**config.mk**
```make
export PLATFORM = sky130hd
export DESIGN_NAME = line_pixel_rasterizer
export DESIGN_NICKNAME = d
export VERILOG_FILES = /design/src/rtl/lpr_pkg.sv /design/src/rtl/lpr_front.sv /design/src/rtl/lpr_queue.sv /design/src/rtl/lpr_back.sv /design/src/rtl/line_pixel_rasterizer.sv
export SDC_FILE = /design/constraint.sdc
export NUM_CORES = 1
export LEC_CHECK = 0
export BUFFER_PORTS_ARGS = -buffer_cell sky130_fd_sc_hd__buf_2
export CORE_MARGIN = 10
export CORE_UTILIZATION = 50
export DETAILED_ROUTE_END_ITERATION = 7
export PLACE_DENSITY = 0.67
export SYNTH_ARGS = -nofsm -noshare
export SYNTH_HDL_FRONTEND = slang
export SYNTH_SLANG_ARGS = --single-unit
export TNS_END_PERCENT = 100
```
**constraint.sdc**
```tcl
create_clock -name clk -period 16.14 [get_ports clk]
set_input_delay 2.421 -clock clk [delete_from_list [all_inputs] [get_ports clk]]
set_output_delay 2.421 -clock clk [all_outputs]
set_load 0.01 [all_outputs]
```
**src/rtl/lpr_pkg.sv**
```systemverilog
// shared types and constants of the line pixel rasterizer
// configuration record, queued command record, register indexes
// no dependencies
package lpr_pkg;

  localparam int CFG_INDEX_W = 3;
  localparam int CFG_DATA_W  = 16;
  localparam int DIM_W       = 12;
  localparam int STRIDE_W    = 16;
  localparam int COLOR_W     = 32;

  localparam logic [CFG_INDEX_W-1:0] REG_SCREEN_WIDTH  = 3'd0;
  localparam logic [CFG_INDEX_W-1:0] REG_SCREEN_HEIGHT = 3'd1;
  localparam logic [CFG_INDEX_W-1:0] REG_PAN_X         = 3'd2;
  localparam logic [CFG_INDEX_W-1:0] REG_PAN_Y         = 3'd3;
  localparam logic [CFG_INDEX_W-1:0] REG_ROW_STRIDE    = 3'd4;
  localparam logic [CFG_INDEX_W-1:0] REG_WIDE_PIXELS   = 3'd5;

  localparam logic [DIM_W-1:0]    RESET_WIDTH  = 12'd1366;
  localparam logic [DIM_W-1:0]    RESET_HEIGHT = 12'd700;
  localparam logic [STRIDE_W-1:0] RESET_STRIDE = 16'd5464;

  localparam logic KIND_LOAD = 1'b0;
  localparam logic KIND_STEP = 1'b1;

  typedef struct packed {
    logic [DIM_W-1:0]    screen_width;
    logic [DIM_W-1:0]    screen_height;
    logic [DIM_W-1:0]    pan_x;
    logic [DIM_W-1:0]    pan_y;
    logic [STRIDE_W-1:0] row_stride;
    logic                wide_pixels;
  } cfg_t;

  typedef struct packed {
    logic               is_step;
    logic               major_y;
    logic               minor_down;
    logic [COLOR_W-1:0] color;
  } cmd_t;

endpackage

```
**src/rtl/lpr_front.sv**
```systemverilog
// front end: classifies each beat and sets up a loaded line
// endpoint swap, deltas, slope class, initial decision value
// depends on lpr_pkg
module lpr_front #(
  parameter int COORD_BITS = 12,
  parameter int ERR_W      = COORD_BITS + 3
) (
  input  logic                         kind,
  input  logic signed [COORD_BITS-1:0] start_x,
  input  logic signed [COORD_BITS-1:0] start_y,
  input  logic signed [COORD_BITS-1:0] end_x,
  input  logic signed [COORD_BITS-1:0] end_y,
  input  logic [7:0]                   red,
  input  logic [7:0]                   green_level,
  input  logic [7:0]                   blue,
  input  logic [7:0]                   alpha,
  output lpr_pkg::cmd_t                cmd,
  output logic [COORD_BITS-1:0]        set_x,
  output logic [COORD_BITS-1:0]        set_y,
  output logic [COORD_BITS-1:0]        set_end,
  output logic [COORD_BITS-1:0]        set_dmaj,
  output logic [COORD_BITS-1:0]        set_dmin,
  output logic [ERR_W-1:0]             set_err
);

  localparam int CW = COORD_BITS;

  logic                swap;
  logic signed [CW-1:0] x1, y1, x2, y2;
  logic signed [CW:0]  dx_full, dy_full, ady_full;
  logic [CW-1:0]       dx, ady;
  logic                dy_neg, x_major;
  logic [ERR_W-1:0]    dmin_ext, dmaj_ext;

  always_comb begin
    swap = end_x < start_x;
    x1 = swap ? end_x : start_x;
    y1 = swap ? end_y : start_y;
    x2 = swap ? start_x : end_x;
    y2 = swap ? start_y : end_y;

    dx_full  = {x2[CW-1], x2} - {x1[CW-1], x1};
    dy_full  = {y2[CW-1], y2} - {y1[CW-1], y1};
    dy_neg   = dy_full[CW];
    ady_full = dy_neg ? -dy_full : dy_full;
    dx       = dx_full[CW-1:0];
    ady      = ady_full[CW-1:0];
    x_major  = (dx != '0) && (ady <= dx);

    cmd.is_step    = (kind == lpr_pkg::KIND_STEP);
    cmd.color      = {alpha, red, green_level, blue};
    cmd.major_y    = !x_major;
    cmd.minor_down = dy_neg;

    if (x_major) begin
      set_x    = x1;
      set_y    = y1;
      set_end  = x2;
      set_dmaj = dx;
      set_dmin = ady;
    end else if (!dy_neg) begin
      set_x    = x1;
      set_y    = y1;
      set_end  = y2;
      set_dmaj = ady;
      set_dmin = dx;
    end else begin
      set_x    = x2;
      set_y    = y2;
      set_end  = y1;
      set_dmaj = ady;
      set_dmin = dx;
    end

    dmin_ext = {{(ERR_W-CW){1'b0}}, set_dmin};
    dmaj_ext = {{(ERR_W-CW){1'b0}}, set_dmaj};
    set_err  = {dmin_ext[ERR_W-2:0], 1'b0} - dmaj_ext;
  end

endmodule

```
**src/rtl/lpr_queue.sv**
```systemverilog
// small register queue between front and back end
// independent push and pop, full and empty flags
// no dependencies
module lpr_queue #(
  parameter int WIDTH = 8,
  parameter int DEPTH = 2
) (
  input  logic             clk,
  input  logic             rst,
  input  logic             push,
  input  logic [WIDTH-1:0] push_data,
  input  logic             pop,
  output logic             full,
  output logic             not_empty,
  output logic [WIDTH-1:0] head
);

  localparam int PTR_W = $clog2(DEPTH);
  localparam int CNT_W = $clog2(DEPTH + 1);
  localparam logic [PTR_W-1:0] LAST_PTR = PTR_W'(DEPTH - 1);
  localparam logic [CNT_W-1:0] FULL_CNT = CNT_W'(DEPTH);

  logic [WIDTH-1:0] entries [DEPTH];
  logic [PTR_W-1:0] wr_ptr, rd_ptr;
  logic [CNT_W-1:0] count;

  assign full      = (count == FULL_CNT);
  assign not_empty = (count != '0);
  assign head      = entries[rd_ptr];

  always_ff @(posedge clk) begin
    if (push) begin
      entries[wr_ptr] <= push_data;
    end
  end

  always_ff @(posedge clk) begin
    if (rst) begin
      wr_ptr <= '0;
      rd_ptr <= '0;
      count  <= '0;
    end else begin
      if (push) begin
        wr_ptr <= (wr_ptr == LAST_PTR) ? '0 : wr_ptr + 1'b1;
      end
      if (pop) begin
        rd_ptr <= (rd_ptr == LAST_PTR) ? '0 : rd_ptr + 1'b1;
      end
      if (push && !pop) begin
        count <= count + 1'b1;
      end else if (pop && !push) begin
        count <= count - 1'b1;
      end
    end
  end

endmodule

```
**src/rtl/lpr_back.sv**
```systemverilog
// back end: line walker with clipping, addressing and color packing
// holds the current line and the output register
// depends on lpr_pkg
module lpr_back #(
  parameter int COORD_BITS = 12,
  parameter int ERR_W      = COORD_BITS + 3
) (
  input  logic                  clk,
  input  logic                  rst,
  input  lpr_pkg::cfg_t         cfg,
  input  logic                  q_valid,
  input  lpr_pkg::cmd_t         q_cmd,
  input  logic [COORD_BITS-1:0] q_x,
  input  logic [COORD_BITS-1:0] q_y,
  input  logic [COORD_BITS-1:0] q_end,
  input  logic [COORD_BITS-1:0] q_dmaj,
  input  logic [COORD_BITS-1:0] q_dmin,
  input  logic [ERR_W-1:0]      q_err,
  output logic                  q_pop,
  output logic                  out_valid,
  input  logic                  out_stall,
  output logic [31:0]           byte_offset,
  output logic [31:0]           pixel_word,
  output logic                  visible,
  output logic                  is_last
);

  localparam int CW    = COORD_BITS;
  localparam int DW    = lpr_pkg::DIM_W;
  localparam int CMP_W = ((CW > DW) ? CW : DW) + 1;

  logic [CW-1:0]    cur_x, cur_y, major_end, delta_major, delta_minor;
  logic [ERR_W-1:0] error_term;
  logic             major_y, minor_down, line_active;
  logic [31:0]      line_color;

  logic                    out_free, emit, last, vis;
  logic signed [CMP_W-1:0] cx_ext, cy_ext, w_ext, h_ext;
  logic [DW:0]             xs, ys;
  logic [28:0]             yprod;
  logic [14:0]             xterm;
  logic [31:0]             offset, word, wide_word;
  logic [15:0]             narrow_word;
  logic [CW-1:0]           cur_x_next, cur_y_next, minor_cur, minor_next;
  logic [ERR_W-1:0]        err_next, dmaj_ext, dmin_ext;

  assign out_free = !out_valid || !out_stall;
  assign q_pop    = q_valid && (!q_cmd.is_step || !line_active || out_free);
  assign emit     = q_pop && q_cmd.is_step && line_active;

  always_comb begin
    cx_ext = {{(CMP_W-CW){cur_x[CW-1]}}, cur_x};
    cy_ext = {{(CMP_W-CW){cur_y[CW-1]}}, cur_y};
    w_ext  = {{(CMP_W-DW){1'b0}}, cfg.screen_width};
    h_ext  = {{(CMP_W-DW){1'b0}}, cfg.screen_height};
    vis    = !cx_ext[CMP_W-1] && (cx_ext != '0) && (cx_ext <= w_ext) &&
             !cy_ext[CMP_W-1] && (cy_ext != '0) && (cy_ext <= h_ext);

    xs    = {1'b0, cx_ext[DW-1:0]} + {1'b0, cfg.pan_x};
    ys    = {1'b0, cy_ext[DW-1:0]} + {1'b0, cfg.pan_y};
    yprod = {16'b0, ys} * {13'b0, cfg.row_stride};
    xterm = cfg.wide_pixels ? {xs, 2'b00} : {1'b0, xs, 1'b0};
    offset = {3'b0, yprod} + {17'b0, xterm};

    narrow_word = {line_color[20:16], 11'b0} | {3'b0, line_color[15:8], 5'b0} |
                  {8'b0, line_color[7:0]};
    wide_word   = line_color;
    word        = cfg.wide_pixels ? wide_word : {16'b0, narrow_word};

    last = (major_y ? cur_y : cur_x) == major_end;

    // walk one step along the major axis, maybe one along the minor axis
    dmaj_ext  = {{(ERR_W-CW){1'b0}}, delta_major};
    dmin_ext  = {{(ERR_W-CW){1'b0}}, delta_minor};
    minor_cur = major_y ? cur_x : cur_y;
    if (!error_term[ERR_W-1] && (error_term != '0)) begin
      minor_next = minor_down ? minor_cur - 1'b1 : minor_cur + 1'b1;
      err_next   = error_term - {dmaj_ext[ERR_W-2:0], 1'b0} +
                   {dmin_ext[ERR_W-2:0], 1'b0};
    end else begin
      minor_next = minor_cur;
      err_next   = error_term + {dmin_ext[ERR_W-2:0], 1'b0};
    end
    cur_x_next = major_y ? minor_next : cur_x + 1'b1;
    cur_y_next = major_y ? cur_y + 1'b1 : minor_next;
  end

  always_ff @(posedge clk) begin
    if (rst) begin
      line_active <= 1'b0;
      out_valid   <= 1'b0;
    end else begin
      if (q_pop && !q_cmd.is_step) begin
        line_active <= 1'b1;
      end else if (emit && last) begin
        line_active <= 1'b0;
      end
      if (emit) begin
        out_valid <= 1'b1;
      end else if (!out_stall) begin
        out_valid <= 1'b0;
      end
    end
  end

  always_ff @(posedge clk) begin
    if (q_pop && !q_cmd.is_step) begin
      cur_x       <= q_x;
      cur_y       <= q_y;
      major_end   <= q_end;
      delta_major <= q_dmaj;
      delta_minor <= q_dmin;
      error_term  <= q_err;
      major_y     <= q_cmd.major_y;
      minor_down  <= q_cmd.minor_down;
      line_color  <= q_cmd.color;
    end else if (emit && !last) begin
      cur_x      <= cur_x_next;
      cur_y      <= cur_y_next;
      error_term <= err_next;
    end
    if (emit) begin
      byte_offset <= vis ? offset : '0;
      pixel_word  <= vis ? word : '0;
      visible     <= vis;
      is_last     <= last;
    end
  end

endmodule

```
**src/rtl/line_pixel_rasterizer.sv**
```systemverilog
// line pixel rasterizer top level: configuration registers, front end,
// command queue and back end
// depends on lpr_pkg, lpr_front, lpr_queue, lpr_back
//
// A load beat (kind 0) sets up a new line from two endpoints and a color and
// gives no result; each step beat (kind 1) gives the next pixel of the active
// line, with its clip flag, framebuffer byte offset, packed color and a flag
// on the final pixel; a step with no active line gives nothing. The block
// takes one beat per clock while in_stall is low. Each beat is set up in
// the front end in the cycle it is taken and lands in a two-entry queue;
// the back end retires one queue entry per clock unless a step waits on a
// stalled output, and each pixel is registered at the output as its step
// leaves the queue head, in its single walk-and-address stage. Register
// writes take effect at once and should be made with the block idle.
module line_pixel_rasterizer #(
  parameter int COORD_BITS = 12
) (
  input  logic                                 clk,
  input  logic                                 rst,
  input  logic                                 cfg_write_en,
  input  logic [lpr_pkg::CFG_INDEX_W-1:0]      cfg_index,
  input  logic [lpr_pkg::CFG_DATA_W-1:0]       cfg_data,
  input  logic                                 in_valid,
  output logic                                 in_stall,
  input  logic                                 kind,
  input  logic signed [COORD_BITS-1:0]         start_x,
  input  logic signed [COORD_BITS-1:0]         start_y,
  input  logic signed [COORD_BITS-1:0]         end_x,
  input  logic signed [COORD_BITS-1:0]         end_y,
  input  logic [7:0]                           red,
  input  logic [7:0]                           green_level,
  input  logic [7:0]                           blue,
  input  logic [7:0]                           alpha,
  output logic                                 out_valid,
  input  logic                                 out_stall,
  output logic [31:0]                          byte_offset,
  output logic [31:0]                          pixel_word,
  output logic                                 visible,
  output logic                                 is_last
);

  localparam int CW      = COORD_BITS;
  localparam int ERR_W   = COORD_BITS + 3;
  localparam int CMD_W   = $bits(lpr_pkg::cmd_t);
  localparam int ENTRY_W = CMD_W + 5 * CW + ERR_W;
  localparam int DW      = lpr_pkg::DIM_W;

  lpr_pkg::cfg_t cfg;

  lpr_pkg::cmd_t    f_cmd, q_cmd;
  logic [CW-1:0]    f_x, f_y, f_end, f_dmaj, f_dmin;
  logic [CW-1:0]    q_x, q_y, q_end, q_dmaj, q_dmin;
  logic [ERR_W-1:0] f_err, q_err;
  logic [ENTRY_W-1:0] push_entry, head_entry;
  logic             q_full, q_valid, q_pop, push;

  always_ff @(posedge clk) begin
    if (rst) begin
      cfg.screen_width  <= lpr_pkg::RESET_WIDTH;
      cfg.screen_height <= lpr_pkg::RESET_HEIGHT;
      cfg.pan_x         <= '0;
      cfg.pan_y         <= '0;
      cfg.row_stride    <= lpr_pkg::RESET_STRIDE;
      cfg.wide_pixels   <= 1'b1;
    end else if (cfg_write_en) begin
      unique case (cfg_index)
        lpr_pkg::REG_SCREEN_WIDTH:  cfg.screen_width  <= cfg_data[DW-1:0];
        lpr_pkg::REG_SCREEN_HEIGHT: cfg.screen_height <= cfg_data[DW-1:0];
        lpr_pkg::REG_PAN_X:         cfg.pan_x         <= cfg_data[DW-1:0];
        lpr_pkg::REG_PAN_Y:         cfg.pan_y         <= cfg_data[DW-1:0];
        lpr_pkg::REG_ROW_STRIDE:    cfg.row_stride    <= cfg_data;
        lpr_pkg::REG_WIDE_PIXELS:   cfg.wide_pixels   <= cfg_data[0];
        default: begin
        end
      endcase
    end
  end

  lpr_front #(
    .COORD_BITS (COORD_BITS),
    .ERR_W      (ERR_W)
  ) u_front (
    .kind        (kind),
    .start_x     (start_x),
    .start_y     (start_y),
    .end_x       (end_x),
    .end_y       (end_y),
    .red         (red),
    .green_level (green_level),
    .blue        (blue),
    .alpha       (alpha),
    .cmd         (f_cmd),
    .set_x       (f_x),
    .set_y       (f_y),
    .set_end     (f_end),
    .set_dmaj    (f_dmaj),
    .set_dmin    (f_dmin),
    .set_err     (f_err)
  );

  assign in_stall   = q_full;
  assign push       = in_valid && !q_full;
  assign push_entry = {f_cmd, f_x, f_y, f_end, f_dmaj, f_dmin, f_err};
  assign {q_cmd, q_x, q_y, q_end, q_dmaj, q_dmin, q_err} = head_entry;

  lpr_queue #(
    .WIDTH (ENTRY_W),
    .DEPTH (2)
  ) u_queue (
    .clk       (clk),
    .rst       (rst),
    .push      (push),
    .push_data (push_entry),
    .pop       (q_pop),
    .full      (q_full),
    .not_empty (q_valid),
    .head      (head_entry)
  );

  lpr_back #(
    .COORD_BITS (COORD_BITS),
    .ERR_W      (ERR_W)
  ) u_back (
    .clk         (clk),
    .rst         (rst),
    .cfg         (cfg),
    .q_valid     (q_valid),
    .q_cmd       (q_cmd),
    .q_x         (q_x),
    .q_y         (q_y),
    .q_end       (q_end),
    .q_dmaj      (q_dmaj),
    .q_dmin      (q_dmin),
    .q_err       (q_err),
    .q_pop       (q_pop),
    .out_valid   (out_valid),
    .out_stall   (out_stall),
    .byte_offset (byte_offset),
    .pixel_word  (pixel_word),
    .visible     (visible),
    .is_last     (is_last)
  );

endmodule
```
==> results.tsv <==
metric	value	unit
crit path kind	primary input to flip-flop	
Port Buffers	170	
Post-Synth XOR/XNOR Area	4.01	%
relative slew slack	18.4	%
status	completed	
post-synthesis cell type count	89	
CTS Hold Bufs	0	
worst skew pair latency	600	ps
Iter 0 DRT Violations	1597	
# setup viols final	0	
main combinational cell family by area after synthesis	adder cells	
Compound-Gate Fraction of Synth Area	10.7	%
GRT Util Overall	21.2	%
Post-DP HPWL	59900	um
HP Class	flip-flop to flip-flop	
clock-pin slew on the worst setup and hold paths	60	ps
worst path arrival time	13310	ps
dpl ws	2780	ps
I/O pins	173	
antenna violations before repair	2	
total wire length	79200	um
ys async rst share	0	%
final setup skew	21.2	ps
Initial Util	50.4	%
Worst Tran Pin Value	1220	ps
Peak Freq	77.4	MHz
core area	64200	um2
nets	3723	
post-CTS resize count	0	
die area	75300	um2
Die X	274	um
TritonCTS Buffers	51	
Max Cap Viol	0	
clock net sink count	461	
Final Slew Violations	0	
Hold Violations, Final	0	
simple-gate share of the synthesized area	12.6	%
Crit path largest cell delay	650	ps
layout cell share with drive strength beyond 1	13.3	%
first-pass GRT wire length	127000	um
crit-path most repeated cell	a21oi_1	
post-CTS setup buffers	0	
Core Rows	93	
Synth-to-Final Area Change	10.8	%
register bit total from synthesis	461	
CTS H-Tree Depth	2	
post-synthesis mux area share	6.44	%
ANT cells	0	
routed len/inst	19.3	um
crit path max fanout	45	
Die Ht	274	um
startpoint types	primary input	
CP Capture Type	flip-flop	
RSZ-0062 raised after global routing	false	
number of global-route vias before repair	23872	
Mapped Avg Cell Area	10.5	um2
residual DRC count	0	
Post-Synthesis Cells	3087	
CTS tree	built	
clk buf depth	3	
number of synthesized flops with an enable pin	389	
sequential share of the synthesized area	40.6	%
total vias in the final route	22870	
Slowest-stage cell, CP	nand2_2	
Via density	5.56	
hold slack final	461	ps
Synth top area share	36.1	%
gr ovfl total	0	
min cycle time layout	12920	ps
Post-Syn Area	32300	um2
post-synth top area cell	edfxtp_1	
required time of the critical path	16530	ps
synth warn	0	
DRT antenna net count	0	
Final period util	80.0	%
synthesized-area fraction occupied by adder cells	20.0	%
Synth Flop Type	edfxtp_1	
largest net degree at the start of global routing	74	
top post-synthesis cells by area	edfxtp_1, fa_1, ha_1	
first drt pass iteration count	7	
setup tns final	0	ps
final worst slack	3220	ps
root buffer selected by CTS	clkbuf_16	
GPL Wtd Cong	0.895	
kinds of logic after synthesis:
kind of cell               count (synthesis)
AOI/OAI and AO/OA                        525
adders and majority gates                408
buffers and inverters                    492
muxes                                    195
other                                      1
xor gates and xnor gates                 146
and+or+nand+nor                          859
DFF                                      461
final cells by class:
class	instances	area (um2)
flip-flops and latches	461	13100
clock buffers	63	1340
clock inverters	29	387
inverters	367	1380
fillers	5522	28400
repair buffers	202	1090
well taps	855	1070
multi-input cells	2135	17400
Yosys cell counts (7+ instances only):
| library cell | number |
|---|---|
| o211ai_1 | 21 |
| nand3_1 | 30 |
| o21ai_0 | 97 |
| nand2_1 | 320 |
| a31oi_1 | 10 |
| nor4_1 | 11 |
| nor2b_1 | 48 |
| a211oi_1 | 31 |
| and3_1 | 18 |
| nand2b_1 | 29 |
| a21o_1 | 26 |
| edfxtp_1 | 389 |
| a21oi_1 | 184 |
| dfxtp_1 | 72 |
| o21a_1 | 15 |
| ha_1 | 216 |
| nand4_1 | 16 |
| nor2_1 | 197 |
| inv_1 | 364 |
| nor3_1 | 34 |
| fa_1 | 184 |
| mux2i_1 | 90 |
| mux2_2 | 105 |
| clkbuf_1 | 105 |
| and2_1 | 111 |
| xnor2_1 | 93 |
| a211o_1 | 16 |
| buf_1 | 12 |
| a21boi_0 | 7 |
| nand3b_1 | 8 |
| o21bai_1 | 36 |
| or3_1 | 13 |
| maj3_1 | 7 |
| xor2_1 | 52 |
placed cells by master (no fill, tap or decap), types with 6 or more instances in the layout:
cell type	netlist	routed
nor2b_1	48	48
and2_1	111	111
a211o_1	16	16
o21ai_0	97	96
mux2_2	105	105
edfxtp_1	389	389
clkbuf_16	0	51
a21oi_1	184	184
nand2_1	320	320
a21boi_0	7	7
inv_1	364	363
dfxtp_1	72	71
ha_1	216	216
or3_1	13	13
nand3b_1	8	8
xor2_1	52	52
clkbuf_1	105	8
o21bai_1	36	36
a2111oi_0	6	6
buf_2	6	170
bufinv_16	0	7
nor3_1	34	32
or2_2	6	6
a211oi_1	31	31
nor2_1	197	196
maj3_1	7	7
a31oi_1	10	10
mux2i_1	90	90
fa_1	184	184
o211ai_1	21	21
o21a_1	15	15
a21o_1	26	26
and3_1	18	17
nand2b_1	29	29
nand4_1	16	16
nor4_1	11	11
buf_4	2	32
xnor2_1	93	91
nand3_1	30	30
final timing paths:
kind,startpoint,to,slack (ps),cells past startpoint
max,start_x[9],u_queue.entries[1][11]$_DFFE_PP_,3220,40
min,cfg[36]$_SDFFE_PP0P_,cfg[36]$_SDFFE_PP0P_,460,2
max reg2reg,u_back.cur_y[0]$_DFFE_PP_,u_back.byte_offset[29]$_SDFFCE_PN0P_,6510,35
min reg2reg,cfg[36]$_SDFFE_PP0P_,cfg[36]$_SDFFE_PP0P_,460,2
state kept, by name, summed over array words and instances (netlist names), named ones only:
name                flops
cfg                    65
u_back.byte_offset     30
u_back.cur_x           12
u_back.cur_y           12
u_back.delta_major     12
u_back.delta_minor     12
u_back.error_term      15
u_back.is_last          1
u_back.line_active      1
u_back.line_color      32
u_back.major_end       12
u_back.major_y          1
u_back.minor_down       1
u_back.out_valid        1
u_back.pixel_word      32
u_back.visible          1
u_queue.count           2
u_queue.entries       216
u_queue.rd_ptr          1
u_queue.wr_ptr          1
metal layers:
layer	up-vias	global-route usage (%)	part of all wire (%)
li1	10888	-	-
met1	11225	27.3	43
met2	619	36.6	49
met3	136	3.18	5.3
met4	2	5.94	2.5
met5	-	0	0.0088
stage by stage:
step	area [um2]	util, %	std cells
after floorplan	32400	-	3088
after global placement	34100	53.1	4020
after detailed placement	34100	53.1	4020
after CTS	35800	55.8	4112
after global routing	35800	55.8	4112
final	35800	55.8	4112
critical path, delay by kind of cell:
family          cells  cell delay [ps]
compound gates     23             6170
fa+ha+maj           7             2530
buf+inv             2              170
simple gates        8             2000
Power is not shown: default switching activity piles up to over one toggle a cycle in this logic, so the estimate is an artifact.
